### config.mk
export PLATFORM = sky130hd
export DESIGN_NAME = scancode_to_ascii_typist_flat
export DESIGN_NICKNAME = d
export VERILOG_FILES = /design/src/rtl/core/scta_pkg.sv /design/src/rtl/core/scta_if.sv /design/src/rtl/core/scta_decode.sv /design/src/rtl/core/scta_out_reg.sv /design/src/rtl/core/scancode_to_ascii_typist.sv /design/src/flat_wrapper.sv
export SDC_FILE = /design/constraint.sdc
export NUM_CORES = 1
export LEC_CHECK = 0
export ABC_CLOCK_PERIOD_IN_PS = 6900
export BUFFER_PORTS_ARGS = -buffer_cell sky130_fd_sc_hd__buf_2
export CAP_MARGIN = 20
export CORE_ASPECT_RATIO = 0.9
export CORE_UTILIZATION = 62
export CTS_BUF_LIST = sky130_fd_sc_hd__clkbuf_4
export CTS_CLUSTER_SIZE = 12
export DETAILED_ROUTE_END_ITERATION = 16
export PLACE_DENSITY = 0.85
export REMOVE_ABC_BUFFERS = 1
export SYNTH_ARGS = -nofsm -noshare
export SYNTH_HDL_FRONTEND = slang
export SYNTH_SLANG_ARGS = --single-unit
### constraint.sdc
create_clock -name i_clk -period 6.9 [get_ports i_clk]
set_clock_uncertainty 0.1 [all_clocks]
set_input_delay 0.345 -clock i_clk [delete_from_list [all_inputs] [get_ports i_clk]]
set_output_delay 0.345 -clock i_clk [all_outputs]
set_load 0.01 [all_outputs]
### src/rtl/core/scta_pkg.sv
// ----------------------------------------------------------------------------
// scta_pkg
// shared types, constants and the set 1 key table for the scancode typist
// ----------------------------------------------------------------------------
package scta_pkg;

    // scancode byte fields
    localparam int CODE_W = 8;
    localparam int KEY_W  = 7;
    localparam int CHAR_W = 8;
    localparam int COL_W  = 8;
    localparam int SCOL_W = 7;
    localparam int ROW_W  = 5;

    // configuration port
    localparam int CFG_IDX_W  = 1;
    localparam int CFG_DATA_W = 7;

    typedef logic [CFG_IDX_W-1:0] t_cfg_idx;

    localparam t_cfg_idx CFG_START_COLUMN = 1'd0;
    localparam t_cfg_idx CFG_CURSOR_ROW   = 1'd1;

    // reset values of the configuration registers
    localparam logic [SCOL_W-1:0] START_COLUMN_RST = 7'd1;
    localparam logic [ROW_W-1:0]  CURSOR_ROW_RST   = 5'd3;

    // event kinds
    localparam logic EVT_PRINT = 1'b0;
    localparam logic EVT_ERASE = 1'b1;

    // special scancodes and character constants
    localparam logic [KEY_W-1:0]  KEY_LSHIFT  = 7'h2a;
    localparam logic [CODE_W-1:0] CODE_LSHIFT = 8'h2a;
    localparam logic [CODE_W-1:0] CODE_BKSP   = 8'h0e;
    localparam logic [CHAR_W-1:0] CASE_OFFSET = 8'd32;
    localparam logic [CHAR_W-1:0] ERASE_CHAR  = 8'h20;
    localparam logic [CHAR_W-1:0] CHAR_NONE   = 8'h00;

    // one decoded event
    typedef struct packed {
        logic              kind;
        logic [CHAR_W-1:0] char_code;
        logic [COL_W-1:0]  column;
        logic [ROW_W-1:0]  row;
    } t_event;

    // result of decoding one scancode against the current state
    typedef struct packed {
        logic             has_event;
        t_event           evt;
        logic             shift_next;
        logic [COL_W-1:0] column_next;
    } t_decode;

    // lower-case character of a make code, CHAR_NONE when unmapped
    function automatic logic [CHAR_W-1:0] key_lookup(input logic [KEY_W-1:0] key);
        logic [CHAR_W-1:0] ch;
        case (key)
            7'h02:   ch = "1";
            7'h03:   ch = "2";
            7'h04:   ch = "3";
            7'h05:   ch = "4";
            7'h06:   ch = "5";
            7'h07:   ch = "6";
            7'h08:   ch = "7";
            7'h09:   ch = "8";
            7'h0a:   ch = "9";
            7'h0b:   ch = "0";
            7'h0c:   ch = "-";
            7'h0d:   ch = "=";
            7'h0f:   ch = 8'h09;
            7'h10:   ch = "q";
            7'h11:   ch = "w";
            7'h12:   ch = "e";
            7'h13:   ch = "r";
            7'h14:   ch = "t";
            7'h15:   ch = "y";
            7'h16:   ch = "u";
            7'h17:   ch = "i";
            7'h18:   ch = "o";
            7'h19:   ch = "p";
            7'h1e:   ch = "a";
            7'h1f:   ch = "s";
            7'h20:   ch = "d";
            7'h21:   ch = "f";
            7'h22:   ch = "g";
            7'h23:   ch = "h";
            7'h24:   ch = "j";
            7'h25:   ch = "k";
            7'h26:   ch = "l";
            7'h2c:   ch = "z";
            7'h2d:   ch = "x";
            7'h2e:   ch = "c";
            7'h2f:   ch = "v";
            7'h30:   ch = "b";
            7'h31:   ch = "n";
            7'h32:   ch = "m";
            7'h39:   ch = " ";
            default: ch = CHAR_NONE;
        endcase
        return ch;
    endfunction

endpackage

### src/rtl/core/scta_if.sv
// ----------------------------------------------------------------------------
// scta channel interfaces
// valid/ready channels for scancodes, typing events and configuration
// ----------------------------------------------------------------------------
interface scta_code_if
    import scta_pkg::*;
();
    logic              valid;
    logic              ready;
    logic [CODE_W-1:0] scancode;

    modport source (output valid, output scancode, input ready);
    modport sink   (input valid, input scancode, output ready);
endinterface

interface scta_event_if
    import scta_pkg::*;
();
    logic              valid;
    logic              ready;
    logic              event_kind;
    logic [CHAR_W-1:0] char_code;
    logic [COL_W-1:0]  cursor_column;
    logic [ROW_W-1:0]  row_out;

    modport source (output valid, output event_kind, output char_code,
                    output cursor_column, output row_out, input ready);
    modport sink   (input valid, input event_kind, input char_code,
                    input cursor_column, input row_out, output ready);
endinterface

interface scta_cfg_if
    import scta_pkg::*;
();
    logic                  valid;
    logic                  ready;
    logic [CFG_IDX_W-1:0]  index;
    logic [CFG_DATA_W-1:0] data;

    modport source (output valid, output index, output data, input ready);
    modport sink   (input valid, input index, input data, output ready);
endinterface

### src/rtl/core/scta_decode.sv
// ----------------------------------------------------------------------------
// scta_decode
// combinational decode of one scancode against shift flag and column
// ----------------------------------------------------------------------------
module scta_decode
    import scta_pkg::*;
(
    input  logic [CODE_W-1:0] i_code,
    input  logic              i_shift,
    input  logic [COL_W-1:0]  i_column,
    input  logic [ROW_W-1:0]  i_row,
    output t_decode           o_res
);

    logic [CHAR_W-1:0] lower_char;

    assign lower_char = key_lookup(i_code[KEY_W-1:0]);

    always_comb begin
        o_res               = '0;
        o_res.shift_next    = i_shift;
        o_res.column_next   = i_column;
        o_res.evt.row       = i_row;
        o_res.evt.kind      = EVT_PRINT;
        o_res.evt.char_code = lower_char;
        o_res.evt.column    = i_column;

        if (i_code[CODE_W-1]) begin
            // release: only left shift matters
            if (i_code[KEY_W-1:0] == KEY_LSHIFT) begin
                o_res.shift_next = 1'b0;
            end
        end else if (i_code == CODE_LSHIFT) begin
            o_res.shift_next = 1'b1;
        end else if (i_code == CODE_BKSP) begin
            if (i_column != '0) begin
                o_res.has_event     = 1'b1;
                o_res.column_next   = i_column - COL_W'(1);
                o_res.evt.kind      = EVT_ERASE;
                o_res.evt.char_code = ERASE_CHAR;
                o_res.evt.column    = i_column - COL_W'(1);
            end
        end else if (lower_char != CHAR_NONE) begin
            o_res.has_event   = 1'b1;
            o_res.column_next = i_column + COL_W'(1);
            if (i_shift) begin
                o_res.evt.char_code = lower_char - CASE_OFFSET;
                o_res.shift_next    = 1'b0;
            end
        end
    end

endmodule

### src/rtl/core/scta_out_reg.sv
// ----------------------------------------------------------------------------
// scta_out_reg
// result register driving the event channel
// ----------------------------------------------------------------------------
module scta_out_reg
    import scta_pkg::*;
(
    input  logic         i_clk,
    input  logic         i_rst_n,
    input  logic         i_load,
    input  t_event       i_evt,
    output logic         o_can_load,
    scta_event_if.source o_event
);

    logic   r_valid;
    t_event r_evt;

    // free when empty or when the held event leaves this cycle
    assign o_can_load = !r_valid || o_event.ready;

    always_ff @(posedge i_clk) begin
        if (!i_rst_n) begin
            r_valid <= 1'b0;
        end else if (o_can_load) begin
            r_valid <= i_load;
        end
    end

    always_ff @(posedge i_clk) begin
        if (o_can_load && i_load) begin
            r_evt <= i_evt;
        end
    end

    assign o_event.valid         = r_valid;
    assign o_event.event_kind    = r_evt.kind;
    assign o_event.char_code     = r_evt.char_code;
    assign o_event.cursor_column = r_evt.column;
    assign o_event.row_out       = r_evt.row;

endmodule

### src/rtl/core/scancode_to_ascii_typist.sv
// ----------------------------------------------------------------------------
// scancode_to_ascii_typist
// turns set 1 keyboard scancodes into print and erase events on one text row
// ----------------------------------------------------------------------------
// usage
//   i_scan   : scancode bytes in, one per transaction
//   o_event  : print / erase events out, at most one per scancode
//   i_cfg    : register writes, index 0 start column (also reloads the
//              cursor column), index 1 cursor row; always ready, to be used
//              only while no scancode is in flight
// timing
//   a scancode goes into an input register, is decoded from there against
//   the shift flag and column, and its event lands in the output register
//   one scancode per cycle sustained while o_event.ready stays high, set by
//   the single decode stage
// reset
//   synchronous, active low; start column 1, row 3, shift clear, column 1
// stalls
//   with o_event.ready low the held event stays put and the input register
//   still fills; i_scan.ready drops only once both stages are occupied
// ----------------------------------------------------------------------------
module scancode_to_ascii_typist
    import scta_pkg::*;
(
    input  logic        i_clk,
    input  logic        i_rst_n,
    scta_code_if.sink   i_scan,
    scta_event_if.source o_event,
    scta_cfg_if.sink    i_cfg
);

    // input register
    logic              r_in_valid;
    logic [CODE_W-1:0] r_in_code;

    // typing state
    logic              r_shift;
    logic [COL_W-1:0]  r_column;

    // configuration
    logic [ROW_W-1:0]  r_row;

    t_decode dec;
    logic    out_can_load;
    logic    advance;
    logic    in_take;
    logic    cfg_wr;

    // the held scancode is consumed when the result register can take it
    assign advance = r_in_valid && out_can_load;
    assign i_scan.ready = !r_in_valid || advance;
    assign in_take = i_scan.valid && i_scan.ready;

    assign i_cfg.ready = 1'b1;
    assign cfg_wr = i_cfg.valid && i_cfg.ready;

    always_ff @(posedge i_clk) begin
        if (!i_rst_n) begin
            r_in_valid <= 1'b0;
        end else if (i_scan.ready) begin
            r_in_valid <= i_scan.valid;
        end
    end

    always_ff @(posedge i_clk) begin
        if (in_take) begin
            r_in_code <= i_scan.scancode;
        end
    end

    // shift flag and cursor column; a start column write reloads the column
    always_ff @(posedge i_clk) begin
        if (!i_rst_n) begin
            r_shift  <= 1'b0;
            r_column <= COL_W'(START_COLUMN_RST);
        end else if (cfg_wr && i_cfg.index == CFG_START_COLUMN) begin
            r_column <= COL_W'(i_cfg.data[SCOL_W-1:0]);
        end else if (advance) begin
            r_shift  <= dec.shift_next;
            r_column <= dec.column_next;
        end
    end

    always_ff @(posedge i_clk) begin
        if (!i_rst_n) begin
            r_row <= CURSOR_ROW_RST;
        end else if (cfg_wr && i_cfg.index == CFG_CURSOR_ROW) begin
            r_row <= i_cfg.data[ROW_W-1:0];
        end
    end

    scta_decode u_decode (
        .i_code   (r_in_code),
        .i_shift  (r_shift),
        .i_column (r_column),
        .i_row    (r_row),
        .o_res    (dec)
    );

    scta_out_reg u_out_reg (
        .i_clk      (i_clk),
        .i_rst_n    (i_rst_n),
        .i_load     (advance && dec.has_event),
        .i_evt      (dec.evt),
        .o_can_load (out_can_load),
        .o_event    (o_event)
    );

endmodule

### src/flat_wrapper.sv
// flat-port wrapper written by rule: the top's interface ports become plain ports
module scancode_to_ascii_typist_flat import scta_pkg::*;
  (i_clk, i_rst_n, i_scan_valid, i_scan_scancode, i_scan_ready, o_event_valid, o_event_event_kind, o_event_char_code, o_event_cursor_column, o_event_row_out, o_event_ready, i_cfg_valid, i_cfg_index, i_cfg_data, i_cfg_ready);
  scta_code_if i_scan_i ();
  scta_event_if o_event_i ();
  scta_cfg_if i_cfg_i ();
  input  logic i_clk;
  input  logic i_rst_n;
  input wire logic [$bits(i_scan_i.valid)-1:0] i_scan_valid;
  input wire logic [$bits(i_scan_i.scancode)-1:0] i_scan_scancode;
  output wire logic [$bits(i_scan_i.ready)-1:0] i_scan_ready;
  output wire logic [$bits(o_event_i.valid)-1:0] o_event_valid;
  output wire logic [$bits(o_event_i.event_kind)-1:0] o_event_event_kind;
  output wire logic [$bits(o_event_i.char_code)-1:0] o_event_char_code;
  output wire logic [$bits(o_event_i.cursor_column)-1:0] o_event_cursor_column;
  output wire logic [$bits(o_event_i.row_out)-1:0] o_event_row_out;
  input wire logic [$bits(o_event_i.ready)-1:0] o_event_ready;
  input wire logic [$bits(i_cfg_i.valid)-1:0] i_cfg_valid;
  input wire logic [$bits(i_cfg_i.index)-1:0] i_cfg_index;
  input wire logic [$bits(i_cfg_i.data)-1:0] i_cfg_data;
  output wire logic [$bits(i_cfg_i.ready)-1:0] i_cfg_ready;
  assign i_scan_i.valid = i_scan_valid;
  assign i_scan_i.scancode = i_scan_scancode;
  assign i_scan_ready = i_scan_i.ready;
  assign o_event_valid = o_event_i.valid;
  assign o_event_event_kind = o_event_i.event_kind;
  assign o_event_char_code = o_event_i.char_code;
  assign o_event_cursor_column = o_event_i.cursor_column;
  assign o_event_row_out = o_event_i.row_out;
  assign o_event_i.ready = o_event_ready;
  assign i_cfg_i.valid = i_cfg_valid;
  assign i_cfg_i.index = i_cfg_index;
  assign i_cfg_i.data = i_cfg_data;
  assign i_cfg_ready = i_cfg_i.ready;
  scancode_to_ascii_typist u_core (.i_clk(i_clk), .i_rst_n(i_rst_n), .i_scan(i_scan_i), .o_event(o_event_i), .i_cfg(i_cfg_i));
endmodule
Word-level counts from Yosys, hierarchy flattened
Memory sizes are Yosys's and may differ from the RTL's. A register that Yosys moved wholly into a read port is not among the register bits. Cells that the tools add are included.

Add/sub/neg operators: 3. Multipliers: 0. Divide/modulo/power cells: 0. $lt $le $gt $ge: 0. Eq/ne operators: 9. Shift-type cells: 0. Mux-type cells: 23. Bitwise gates (word level): 6. Reductions and logical operators: 21.

Operators with widths (number): 8-bit two-way mux (7); 18-bit two-way mux (3); 7-bit two-way mux (4); 8-bit nonzero test (2); 5-bit AND reduction (3); 9-bit two-way mux (1); 8-bit by 1-bit adder with 8-bit output (second input constant) (1); 8-bit by 4-bit == test with 1-bit output (second input constant) (1); 8-bit by 6-bit == test with 1-bit output (second input constant) (1); 8-bit by 1-bit subtractor with 8-bit output (second input constant) (1); 8-bit by 6-bit subtractor with 8-bit output (second input constant) (1); 7-bit by 6-bit == test with 1-bit output (second input constant) (1); 1-bit two-way mux (7); 1-bit logical AND (6); 6-bit two-way mux (1); 1-bit NOT (6); 3-bit nonzero test (2); 2-bit by 1-bit inequality test with 1-bit output (second input constant) (2); 2-bit inequality test (second input constant) (2); 2-bit nonzero test (2); 3-bit by 1-bit inequality test with 1-bit output (second input constant) (1); 3-bit by 2-bit inequality test with 1-bit output (second input constant) (1); 3-bit OR reduction (1); 1-bit zero test (2); other kinds (2) (3).

Flip-flop bits (word level): 46. Bits in latches: 0. Bits in writable memories: 0. ROM bits: 448. Input bits: 21. Output and inout bits: 25. Word-level logic and storage cells: 74. Memories: 1.

Memory list: (name not given) (words 64, width 7, read ports 1, clocked after Yosys merged registers in 1, write ports 0, line scta_pkg.sv:59) `case (key)`.

Logic depth before layout (Yosys ltp)
Depth in word-level cells: 9. Depth in mapped cells: 13. Mapped depth without buffers: 10.

By module
Synthesis repeated with hierarchy kept, for this count alone.

Cell total of the unflattened synthesis: 338. Area total of the unflattened synthesis: 3234.4 um2.

By module, submodules not included: scta_decode (times used 1, cells an instance 232, area each 1607.8 um2, seq. area each 0.0 um2); scancode_to_ascii_typist (times used 1, cells an instance 79, area each 908.4 um2, seq. area each 540.5 um2); scta_out_reg (times used 1, cells an instance 27, area each 718.2 um2, seq. area each 680.7 um2).

Least setup slack after synthesis
Ideal clock, no wire load.

Path type: register -> register. Start point: register u_core.r_in_code[5]. End point: register u_core.u_out_reg.r_evt (netlist bit u_core.u_out_reg.o_event.char_code[0]) (enable). Library setup time: 0.404 ns. Arrival: 2.714 ns. Data required time: 6.396 ns. Path slack: 3.683 ns. Cell stages (with the launch flop): 7. Path buffers: 2. Cells stage by stage: edfxtp_1 or4b_4 or2_1 buf_6 and2_1 clkbuf_1 nor2_1.

Word-level cells in the longest chain between the ends: 6. Elaborated cells between the ends (all ways): 7.

RTL lines: start, declared (line scancode_to_ascii_typist.sv:34) `logic [CODE_W-1:0] r_in_code;`; start signal, assigned (line scancode_to_ascii_typist.sv:67) `r_in_code <= i_scan.scancode;`; 8-bit by 4-bit == test with 1-bit output (line scta_decode.sv:35) `end else if (i_code == CODE_BKSP) begin`; 1-bit two-way mux (line scta_decode.sv:35); 18-bit two-way mux (*) (line scta_decode.sv:33) `end else if (i_code == CODE_LSHIFT) begin`; 18-bit two-way mux (*) (line scta_decode.sv:28) `if (i_code[CODE_W-1]) begin`; 1-bit logical AND (*) (line scancode_to_ascii_typist.sv:103) `.i_load (advance && dec.has_event),`; 1-bit logical AND (*) (line scta_out_reg.sv:31) `if (o_can_load && i_load) begin`; end signal, assigned (line scta_out_reg.sv:32) `r_evt <= i_evt;`; end, declared (line scta_out_reg.sv:17) `t_event r_evt;`.

Every way passes the cells marked *; elsewhere a longest branch is shown, timed or not. A chain may end at the register's enable or synchronous reset.

==> flow_summary.html <==
<table>
<tr><th>Metric</th><th>Value</th></tr>
<tr><th colspan="2">STA</th></tr>
<tr><td>Final period utilization</td><td>0.429</td></tr>
<tr><td>Final critical path time including I/O delays and setup</td><td>2.96 ns</td></tr>
<tr><td>Smallest setup slack after layout</td><td>3.94 ns</td></tr>
<tr><td>Slew of the pin with the lowest slew margin</td><td>0.890 ns</td></tr>
<tr><td>Setup repair after global routing missed its margin</td><td>false</td></tr>
<tr><td>Hold violation count in the final report</td><td>0</td></tr>
<tr><td>Final setup violating endpoints</td><td>0</td></tr>
<tr><td>Max-slew headroom at the worst pin</td><td>0.404</td></tr>
<tr><td>Sum Neg Setup Slack</td><td>0 ns</td></tr>
<tr><td>Hold slack final</td><td>0.0608 ns</td></tr>
<tr><td>Number of pins exceeding their max-slew limit in the final report</td><td>0</td></tr>
<tr><td>Maximum operating frequency</td><td>338 MHz</td></tr>
<tr><th colspan="2">Critical path</th></tr>
<tr><td>Category of the worst setup path launch point</td><td>flop</td></tr>
<tr><td>Required time of the critical path</td><td>7.10 ns</td></tr>
<tr><td>WP buf/inv</td><td>3</td></tr>
<tr><td>Most frequent cell on the critical path</td><td>sky130_fd_sc_hd__inv_1</td></tr>
<tr><td>Worst Setup Path Type</td><td>reg2reg</td></tr>
<tr><td>Crit path from</td><td>u_core.u_out_reg.o_event.valid$_SDFFE_PN0P_</td></tr>
<tr><td>Type of destination of the critical path</td><td>flop</td></tr>
<tr><td>Worst Path Arrival</td><td>3.16 ns</td></tr>
<tr><td>Maximum fanout encountered on the critical timing path</td><td>14</td></tr>
<tr><td>Worst-path cell with the longest stage delay</td><td>sky130_fd_sc_hd__dfxtp_1</td></tr>
<tr><td>Kind of cell with the highest combined delay on the critical path</td><td>compound AO/OA/AOI/OAI gates</td></tr>
<tr><td>Reg2reg setup slack</td><td>3.94 ns</td></tr>
<tr><td>R2r startpoint</td><td>u_core.u_out_reg.o_event.valid$_SDFFE_PN0P_</td></tr>
<tr><td>Critical path cell sequence</td><td>and3b_1 &gt; inv_1 &gt; nand3_1 &gt; nand2_1 &gt; inv_1 &gt; ha_1 &gt; inv_1 &gt; o31ai_1 &gt; o21ai_0 &gt; a31oi_1</td></tr>
<tr><td>Cell depth of the worst flop-to-flop path</td><td>10</td></tr>
<tr><td>Slowest Stage Delay on Critical Path</td><td>0.51 ns</td></tr>
<tr><th colspan="2">Die</th></tr>
<tr><td>Floorplan core area</td><td>4980 um2</td></tr>
<tr><td>IO Pins</td><td>46</td></tr>
<tr><td>Die H</td><td>71.4 um</td></tr>
<tr><td>Die Span X</td><td>79.1 um</td></tr>
<tr><td>Floorplan die area</td><td>5650 um2</td></tr>
<tr><td>Number of placement rows</td><td>24</td></tr>
<tr><td>Starting utilization of the core area</td><td>0.666</td></tr>
<tr><th colspan="2">Detailed routing</th></tr>
<tr><td>Via count normalized by instance count</td><td>6.67</td></tr>
<tr><td>Detailed-route wire length per cell</td><td>16.9 um</td></tr>
<tr><td>Overall via count from detail_route</td><td>2993</td></tr>
<tr><td>DRC marker count from the first detailed-route iteration</td><td>334</td></tr>
<tr><td>Count of nets left with antenna violations after detail routing</td><td>0</td></tr>
<tr><td>First drt pass iteration count</td><td>8</td></tr>
<tr><td>Number of DRC violations after detailed routing</td><td>0</td></tr>
<tr><td>Post-detailed-routing wire length</td><td>7600 um</td></tr>
<tr><th colspan="2">Final layout</th></tr>
<tr><td>Commonest non-fill, non-tap cell in the layout</td><td>sky130_fd_sc_hd__buf_2</td></tr>
<tr><td>Final cell count without fillers</td><td>449</td></tr>
<tr><td>Share of layout cells above drive strength 1</td><td>0.177</td></tr>
<tr><td>Count of antenna diodes in the layout</td><td>0</td></tr>
<tr><td>Top library cells by usage in the layout, fill and taps aside</td><td>sky130_fd_sc_hd__buf_2 (44), sky130_fd_sc_hd__edfxtp_1 (30), sky130_fd_sc_hd__o21ai_0 (29)</td></tr>
<tr><td>Area of all placed cells without fillers</td><td>3590 um2</td></tr>
<tr><td>Layout Area Growth over Synthesis</td><td>8.18%</td></tr>
<tr><td># nets final</td><td>418</td></tr>
<tr><th colspan="2">Synth</th></tr>
<tr><td>Share of synthesized area occupied by flip-flops and latches</td><td>0.410</td></tr>
<tr><td>Cell area after synthesis</td><td>3320 um2</td></tr>
<tr><td>Flip-flop cell with the highest count after synthesis</td><td>sky130_fd_sc_hd__edfxtp_1</td></tr>
<tr><td>Post-synth cell types</td><td>68</td></tr>
<tr><td>Syn. warnings</td><td>0</td></tr>
<tr><td>Number of synthesized register bits</td><td>53</td></tr>
<tr><td>Async S/R FF share, synth</td><td>0</td></tr>
<tr><td>EDFF count, synth</td><td>30</td></tr>
<tr><td>Average cell area after synthesis</td><td>9.43 um2</td></tr>
<tr><td>Number of instances in the synthesized netlist</td><td>352</td></tr>
<tr><th colspan="2">Clock network</th></tr>
<tr><td>TritonCTS buffer count</td><td>5</td></tr>
<tr><td>Clock-pin slew on the worst setup and hold paths</td><td>0.15 ns</td></tr>
<tr><td>Count of buffers added by post-CTS timing repair for setup</td><td>0</td></tr>
<tr><td>Longest Clk Path Bufs</td><td>2</td></tr>
<tr><td>Clock root buffer master</td><td>sky130_fd_sc_hd__clkbuf_4</td></tr>
<tr><td>Hold buffer count at cts</td><td>0</td></tr>
<tr><td>Clock Sink Count</td><td>53</td></tr>
<tr><td>Number of gates resized after cts</td><td>0</td></tr>
<tr><td>Htree depth</td><td>2</td></tr>
<tr><td>CTS tree</td><td>yes</td></tr>
<tr><td>Latest clock arrival within the worst-skew pair</td><td>0.37 ns</td></tr>
<tr><th colspan="2">Run status</th></tr>
<tr><td>Outcome</td><td>completed</td></tr>
<tr><th colspan="2">Global routing</th></tr>
<tr><td>Pin count of the biggest net entering global routing</td><td>24</td></tr>
<tr><td>Layer with the highest usage</td><td>met2</td></tr>
<tr><td>Antenna violations before repair</td><td>0</td></tr>
<tr><td>Number of global-route vias before repair</td><td>2679</td></tr>
<tr><td>GR Layer Usage met2</td><td>0.428</td></tr>
<tr><td>GRT met3 Usage</td><td>0.0522</td></tr>
<tr><td>Leftover overflow at the end of global routing</td><td>0</td></tr>
<tr><td>Met1 global-route usage</td><td>0.397</td></tr>
<tr><td>Overall Global Routing Usage</td><td>0.277</td></tr>
<tr><td>Global-route wire length before repair</td><td>12400 um</td></tr>
<tr><th colspan="2">Job</th></tr>
<tr><td>Max-cap violation count</td><td>0</td></tr>
<tr><th colspan="2">Power and ir drop</th></tr>
<tr><td>Static leakage</td><td>1.35 nW</td></tr>
<tr><td>Max rail drop VDD</td><td>0.000135 V</td></tr>
<tr><td>Pwr/cell area</td><td>177 nW/um2</td></tr>
<tr><th colspan="2">Placement</th></tr>
<tr><td>Placed Instances</td><td>440</td></tr>
<tr><td>Area after detailed placement</td><td>3520 um2</td></tr>
<tr><td>Placement Setup Slack</td><td>3.68 ns</td></tr>
<tr><td>Final estimated routing congestion in global placement</td><td>0.973</td></tr>
<tr><td>PortBufs</td><td>44</td></tr>
<tr><td>Estimated wirelength of the detail-placed design</td><td>5460 um</td></tr>
<tr><th colspan="2">Min path</th></tr>
<tr><td>Hold path start</td><td>i_scan_scancode[6]</td></tr>
<tr><td>Class of the most critical hold timing path</td><td>in2reg</td></tr>
<tr><td>Hold endpoint</td><td>u_core.r_in_code[6]$_DFFE_PN_</td></tr>
<tr><td>Hold depth</td><td>1</td></tr>
</table>
-- kinds of logic after synthesis --
group | synth area share
other | 0.00113
multiplexers | 0.0381
flip-flops | 0.410
AND/OR/NAND/NOR | 0.226
adder cells (fa/ha/maj) | 0.0528
XOR/XNOR | 0.00264
buffers and inverters | 0.0498
AO/OA/AOI/OAI | 0.219
-- area by class of cell --
| type | instances | area, um2 |
|---|---|---|
| multi-input cells | 263 | 1790 |
| inverters | 14 | 52.6 |
| repair buffers | 46 | 243 |
| well taps | 65 | 81.3 |
| clock inverters | 3 | 20.0 |
| fillers | 408 | 1400 |
| clock buffers | 5 | 37.5 |
| flip-flops and latches | 53 | 1360 |
-- routing by layer --
metal	wire length (um)	part of all wire
met4	127	0.017
met2	3390	0.45
met5	0	0
met3	596	0.078
met1	3480	0.46
-- cells in the mapped netlist, types with 7 or more instances --
cell | n | area share
sky130_fd_sc_hd__o21ai_0 | 29 | 0.044
sky130_fd_sc_hd__nor2_1 | 17 | 0.019
sky130_fd_sc_hd__dfxtp_1 | 23 | 0.14
sky130_fd_sc_hd__nand3_1 | 16 | 0.024
sky130_fd_sc_hd__and2_1 | 8 | 0.015
sky130_fd_sc_hd__clkbuf_1 | 14 | 0.016
sky130_fd_sc_hd__nand2_1 | 27 | 0.031
sky130_fd_sc_hd__ha_1 | 14 | 0.053
sky130_fd_sc_hd__inv_1 | 14 | 0.016
sky130_fd_sc_hd__nand2b_1 | 9 | 0.017
sky130_fd_sc_hd__nor3_1 | 13 | 0.020
sky130_fd_sc_hd__o31ai_1 | 7 | 0.016
sky130_fd_sc_hd__mux2i_1 | 10 | 0.030
sky130_fd_sc_hd__edfxtp_1 | 30 | 0.27
sky130_fd_sc_hd__a31oi_1 | 8 | 0.015
sky130_fd_sc_hd__o211ai_1 | 8 | 0.018
-- worst max-delay path by stage --
stage,endpoint,slack [ns],depth (start not counted)
5_1_grt,flop,3.68,10
2_1_floorplan,u_core.u_out_reg.o_event.char_code[0]$_DFFE_PP_,3.70,4
3_5_place_dp,u_core.u_out_reg.o_event.char_code[2]$_DFFE_PP_,3.68,4
4_1_cts,u_core.u_out_reg.o_event.row_out[2]$_DFFE_PP_,3.65,4
3_3_place_gp,u_core.u_out_reg.o_event.char_code[4]$_DFFE_PP_,3.76,4
6_report,flop,3.94,10
-- where the power goes --
| group | total (W) | switching, W | internal, W | leakage (nW) |
|---|---|---|---|---|
| Clock | 0.000137 | 0.0000961 | 0.0000410 | 0.0359 |
| Combinational | 0.000129 | 0.0000787 | 0.0000506 | 0.841 |
| Sequential | 0.000369 | 0.0000166 | 0.000352 | 0.471 |
| Total | 0.000635 | 0.000191 | 0.000444 | 1.35 |
-- per-stage QoR --
step	util	total power, W
final	0.720	0.000635
after global routing	0.720	0.000667
after CTS	0.717	0.000635
after detailed placement	0.706	0.000500
after global placement	0.706	0.000495
after floorplan	-	0.000458
-- worst register-to-register path: stages (launching register included) --
cell	delay [ns]
sky130_fd_sc_hd__dfxtp_1	0.51
sky130_fd_sc_hd__and3b_1	0.49
sky130_fd_sc_hd__inv_1	0.22
sky130_fd_sc_hd__nand3_1	0.18
sky130_fd_sc_hd__nand2_1	0.13
sky130_fd_sc_hd__inv_1	0.21
sky130_fd_sc_hd__ha_1	0.22
sky130_fd_sc_hd__inv_1	0.06
sky130_fd_sc_hd__o31ai_1	0.40
sky130_fd_sc_hd__o21ai_0	0.18
sky130_fd_sc_hd__a31oi_1	0.21
Power figures use the tool's default switching activity.
